**src/rtl/core/bfm2d_pkg.sv**
```systemverilog
package bfm2d_pkg;

   // frame and kernel limits
   localparam int MAX_WIDTH  = 1024;
   localparam int MAX_HEIGHT = 1024;
   localparam int MAX_KERNEL = 7;

   // field and counter widths
   localparam int PIX_W    = 8;
   localparam int DIM_W    = 11;
   localparam int KER_W    = 3;
   localparam int RAD_W    = 2;
   localparam int COL_W    = 10;
   localparam int SLOT_W   = 3;
   localparam int CNT_W    = 21;
   localparam int SUM_W    = 14;
   localparam int DIVS_W   = 6;
   localparam int ADDR_W   = SLOT_W + COL_W;
   localparam int LS_DEPTH = MAX_KERNEL * MAX_WIDTH;
   localparam int CSR_IDX_W = 2;

   // register indexes
   localparam logic [CSR_IDX_W-1:0] REG_WIDTH  = 2'd0;
   localparam logic [CSR_IDX_W-1:0] REG_HEIGHT = 2'd1;
   localparam logic [CSR_IDX_W-1:0] REG_KERNEL = 2'd2;

   // item operations
   localparam logic OP_PIXEL = 1'b0;
   localparam logic OP_DRAIN = 1'b1;

   // divider request
   typedef struct packed {
      logic              start;
      logic [SUM_W-1:0]  dividend;
      logic [DIVS_W-1:0] divisor;
   } div_req_type;

   // divider response
   typedef struct packed {
      logic             done;
      logic [SUM_W-1:0] quotient;
   } div_rsp_type;

endpackage

```
**src/rtl/core/bfm2d_div.sv**
```systemverilog
module bfm2d_div (
   input  logic                   clock,
   input  logic                   reset,
   input  bfm2d_pkg::div_req_type req,
   output bfm2d_pkg::div_rsp_type rsp
);

   logic [bfm2d_pkg::SUM_W-1:0]  quo_ff, quo_in;
   logic [bfm2d_pkg::DIVS_W-1:0] rem_ff, rem_in;
   logic [bfm2d_pkg::DIVS_W-1:0] dvs_ff, dvs_in;
   logic [3:0]                   cnt_ff, cnt_in;
   logic                         busy_ff, busy_in;
   logic                         done_ff, done_in;
   logic [bfm2d_pkg::DIVS_W:0]   shifted;
   logic [bfm2d_pkg::DIVS_W:0]   trial;

   // restoring division, one quotient bit per cycle
   assign shifted = {rem_ff, quo_ff[bfm2d_pkg::SUM_W-1]};
   assign trial   = shifted - {1'b0, dvs_ff};

   always_comb begin
      quo_in  = quo_ff;
      rem_in  = rem_ff;
      dvs_in  = dvs_ff;
      cnt_in  = cnt_ff;
      busy_in = busy_ff;
      done_in = 1'b0;
      if (req.start) begin
         quo_in  = req.dividend;
         rem_in  = '0;
         dvs_in  = req.divisor;
         cnt_in  = '0;
         busy_in = 1'b1;
      end else if (busy_ff) begin
         if (!trial[bfm2d_pkg::DIVS_W]) begin
            rem_in = trial[bfm2d_pkg::DIVS_W-1:0];
            quo_in = {quo_ff[bfm2d_pkg::SUM_W-2:0], 1'b1};
         end else begin
            rem_in = shifted[bfm2d_pkg::DIVS_W-1:0];
            quo_in = {quo_ff[bfm2d_pkg::SUM_W-2:0], 1'b0};
         end
         cnt_in = cnt_ff + 4'd1;
         if (cnt_ff == 4'(bfm2d_pkg::SUM_W - 1)) begin
            busy_in = 1'b0;
            done_in = 1'b1;
         end
      end
   end

   always_ff @(posedge clock) begin
      if (reset) begin
         busy_ff <= 1'b0;
         done_ff <= 1'b0;
      end else begin
         busy_ff <= busy_in;
         done_ff <= done_in;
      end
      quo_ff <= quo_in;
      rem_ff <= rem_in;
      dvs_ff <= dvs_in;
      cnt_ff <= cnt_in;
   end

   assign rsp.done     = done_ff;
   assign rsp.quotient = quo_ff;

endmodule

```
**config.mk**
```make
export PLATFORM = sky130hd
export DESIGN_NAME = bfm2d_div
export DESIGN_NICKNAME = d
export VERILOG_FILES = /design/src/rtl/core/bfm2d_pkg.sv /design/src/rtl/core/bfm2d_div.sv
export SDC_FILE = /design/constraint.sdc
export NUM_CORES = 1
export LEC_CHECK = 0
export ABC_AREA = 1
export BUFFER_PORTS_ARGS = -buffer_cell sky130_fd_sc_hd__buf_2
export CORE_MARGIN = 3
export CORE_UTILIZATION = 45
export CTS_CLUSTER_SIZE = 14
export DETAILED_ROUTE_END_ITERATION = 10
export PLACE_DENSITY_LB_ADDON = 0.12
export SLEW_MARGIN = 20
export SYNTH_ARGS = -nofsm -noshare
export SYNTH_HDL_FRONTEND = slang
export SYNTH_SLANG_ARGS = --single-unit
```
**constraint.sdc**
```tcl
create_clock -name clock -period 2.8 [get_ports clock]
set_input_delay 0.7 -clock clock [delete_from_list [all_inputs] [get_ports clock]]
set_output_delay 0.7 -clock clock [all_outputs]
set_load 0.03 [all_outputs]
```
==> impl_results.md <==
* DR WL/cell at 11.9 microns
* HP Class: flip-flop to flip-flop
* Syn. warnings at 0
* CP Cell Sequence: inv_1 > ha_1 > inv_2 > fa_1 > nand2_1 > nand2_2 > nand3_4 > nand3_2 > nand2_4 > o21ai_1
* Crit Reg-Reg Startpoint: quo_ff[13]$_DFFE_PP_
* Status: finished clean
* Largest net degree at the start of global routing at 18
* Die width at 66.4 microns
* Post-CTS sizing at 0
* Worst-Skew Late Latency at 0.33 ns
* Setup CP Type: flip-flop to flip-flop
* Synth cell count leaders: nand2_1, edfxtp_1, inv_1, nand3_1, dfxtp_1
* Finished Layout Cells at 279
* ANT nets after route at 0
* CTS Buf Count at 5
* Post-CTS setup repair buffer count at 0
* P_sw at 0.328 mW
* Power, Total at 1.08 mW
* CP top delay family: adder cells
* Placed Area at 1870 sq um
* Critical Path Max Stage Delay at 0.41 ns
* Tcrit/Tclk final at 0.693
* Gate power share at 0.215
* Leakage power at 0.980 nW
* Final RePlAce weighted congestion at 0.796
* Remaining DRCs at 0
* Pint at 0.747 mW
* R2r endpoint: quo_ff[0]$_DFFE_PP_
* CP bufs+invs at 2
* Clock Sinks at 32
* Share of cells above drive strength 1 at 0.258
* Number of global-route vias before repair at 1384
* Asr flop ratio synth at 0
* Top cell type's share of synthesized area at 0.366
* Top_reg_cell synth: edfxtp_1
* Crit path DAT at 2.03 ns
* Antenna violations before repair at 0
* HP Start: rem_ff[4]$_SDFFE_PP0P_
* Worst slack, placed at 0.857 ns
* Final hold viol count at 0
* DRT Pass-1 Iters at 4
* Synth Instances at 192
* Root buffer cell: clkbuf_4
* Reg2reg path depth at 10
* Worst Hold Depth at 2
* Post-DP HPWL at 2510 microns
* Fin area at 1930 sq um
* Clock power frac at 0.256
* Setup ws final at 0.858 ns
* Dpl cells at 271
* Congestion Overflow GR at 0
* Syn nets at 224
* DRT iter0 DRCs at 35
* Count of cell types in the netlist at 27
* Max-cap violations at 0
* Max VDD drop at 321 uV
* Clk slew on worst S/H paths at 0.10 ns
* Kind of end point of the critical path: flip-flop
* Layout Utilization at 0.564
* Fin. max-slew vios at 0
* Clock Skew at 0.00326 ns
* Ranking of synthesized cells by area: edfxtp_1, nand2_1, dfxtp_1
* Global-route wire length before repair at 5680 microns
* Worst rel slew slack at 0.687
* Crit path time final at 1.94 ns
* Dominant cell type by area after synthesis: edfxtp_1
* Number of synthesized flops with an enable pin at 20
* Count leader, synth: nand2_1
* Core Region at 3420 sq um
* Register bit total from synthesis at 32
* Fmax at 515 MHz
* Setup_tns at 0 ns
* I/O pin total at 38
* Crit path launch type: flip-flop
* PwrDens at 558 nW/um^2
* Switching part of the total at 0.305
* Starting Density at 0.481
* TritonCTS clock tree: done
* Worst Path Required at 2.89 ns
* R2r setup slk at 0.86 ns
* CP max stage cell: edfxtp_1
* Hold endpoint: rem_ff[4]$_SDFFE_PP0P_
* Tot GR Track Use at 0.170
* Max Buffers Root-to-Sink at 2
* Avg Inst Size Synth at 8.56 sq um
* Via-to-Cell Ratio at 4.79
* Via count at 1336
* IO Port Bufs at 37
* Htree depth at 2
* Worst-Margin Slew at 0.468 ns
* Critical path fanouts, max at 7
* Die Ht at 66.4 microns
* RSZ-0062 raised after global routing: false
* Final net count at 264
* Total Wirelength at 3320 microns
* Sequential Power Share at 0.530
* Setup Viol. Count Final at 0
* Die area at 4410 sq um
* # diodes at 0
* Cell area after synthesis at 1640 sq um
* Area Overhead vs Synth at 17.2%
* # hold bufs at CTS at 0
* Min Hold Slack at 0.495 ns
* Post-synthesis sequential area ratio at 0.512
* # rows at 21
-- layer usage --
layer / GRT usage / vias up / wire, microns
li1: - / 690 / -
met1: 0.192 / 609 / 1480
met2: 0.294 / 30 / 1670
met3: 0.0408 / 7 / 114
met4: 0.0863 / 0 / 56
met5: 0 / - / 0
-- cells by family after synthesis --
kind of cell,synth area share
flops,0.512
xor+xnor,0.0160
fa+ha+maj,0.0731
buf+inv,0.0754
simple gates,0.286
compound gates,0.0381
-- registers in the layout (all words and copies together), names as in the netlist --
name / flops
quo_ff: 14
dvs_ff: 6
rem_ff: 6
cnt_ff: 4
busy_ff: 1
done_ff: 1
-- worst max-delay path by stage --
stage / start / to / slack (ns) / cells past startpoint
finish: quo_ff[13]$_DFFE_PP_ / quo_ff[0]$_DFFE_PP_ / 0.86 / 10
global route: quo_ff[13]$_DFFE_PP_ / rem_ff[4]$_SDFFE_PP0P_ / 0.69 / 12
CTS: quo_ff[13]$_DFFE_PP_ / quo_ff[0]$_DFFE_PP_ / 0.85 / 10
detailed placement: quo_ff[13]$_DFFE_PP_ / quo_ff[0]$_DFFE_PP_ / 0.86 / 10
global placement: quo_ff[13]$_DFFE_PP_ / quo_ff[0]$_DFFE_PP_ / 0.92 / 10
floorplan: quo_ff[13]$_DFFE_PP_ / quo_ff[0]$_DFFE_PP_ / 0.79 / 10
-- power by group through the flow --
| stage | sequential [mW] | clock, mW | combinational [mW] |
|---|---|---|---|
| after floorplan | 0.617 | 0 | 0.126 |
| after global placement | 0.579 | 0 | 0.226 |
| after detailed placement | 0.580 | 0 | 0.231 |
| after CTS | 0.570 | 0.286 | 0.232 |
| after global routing | 0.575 | 0.296 | 0.260 |
| final | 0.569 | 0.275 | 0.231 |
-- tightest hold or removal path, stage by stage, from the launching register on --
cell     delay (ns)
dfxtp_1        0.34
nand2_1        0.07
nand2_1        0.05
-- layout by cell type, fill, tap and decap left out --
cell type  instances
nand2_1           76
buf_4              1
nand3_2            1
dfxtp_1           12
o21ai_1            4
nand3b_1           1
clkbuf_8           1
nor4_1             1
clkbuf_1           2
fa_1               1
inv_1             19
nand4_1            1
a21oi_2            1
clkbuf_4           5
buf_2             37
nand2_2            2
xnor2_1            2
xor2_1             1
inv_2              7
nand3_4            1
nor2_1             4
o21ai_2            1
nor2_2             1
edfxtp_1          20
nand3_1           15
ha_1               8
a21oi_1            5
nand2_4            2
nor3_1             1
-- cell type report --
class	count	area, sq um
fillers	339	1490
repair buffers	38	193
well taps	46	57.6
multi-input cells	129	678
inverters	26	97.6
clock buffers	8	58.8
flip-flops and latches	32	841
(Power assumes the default switching activity.)
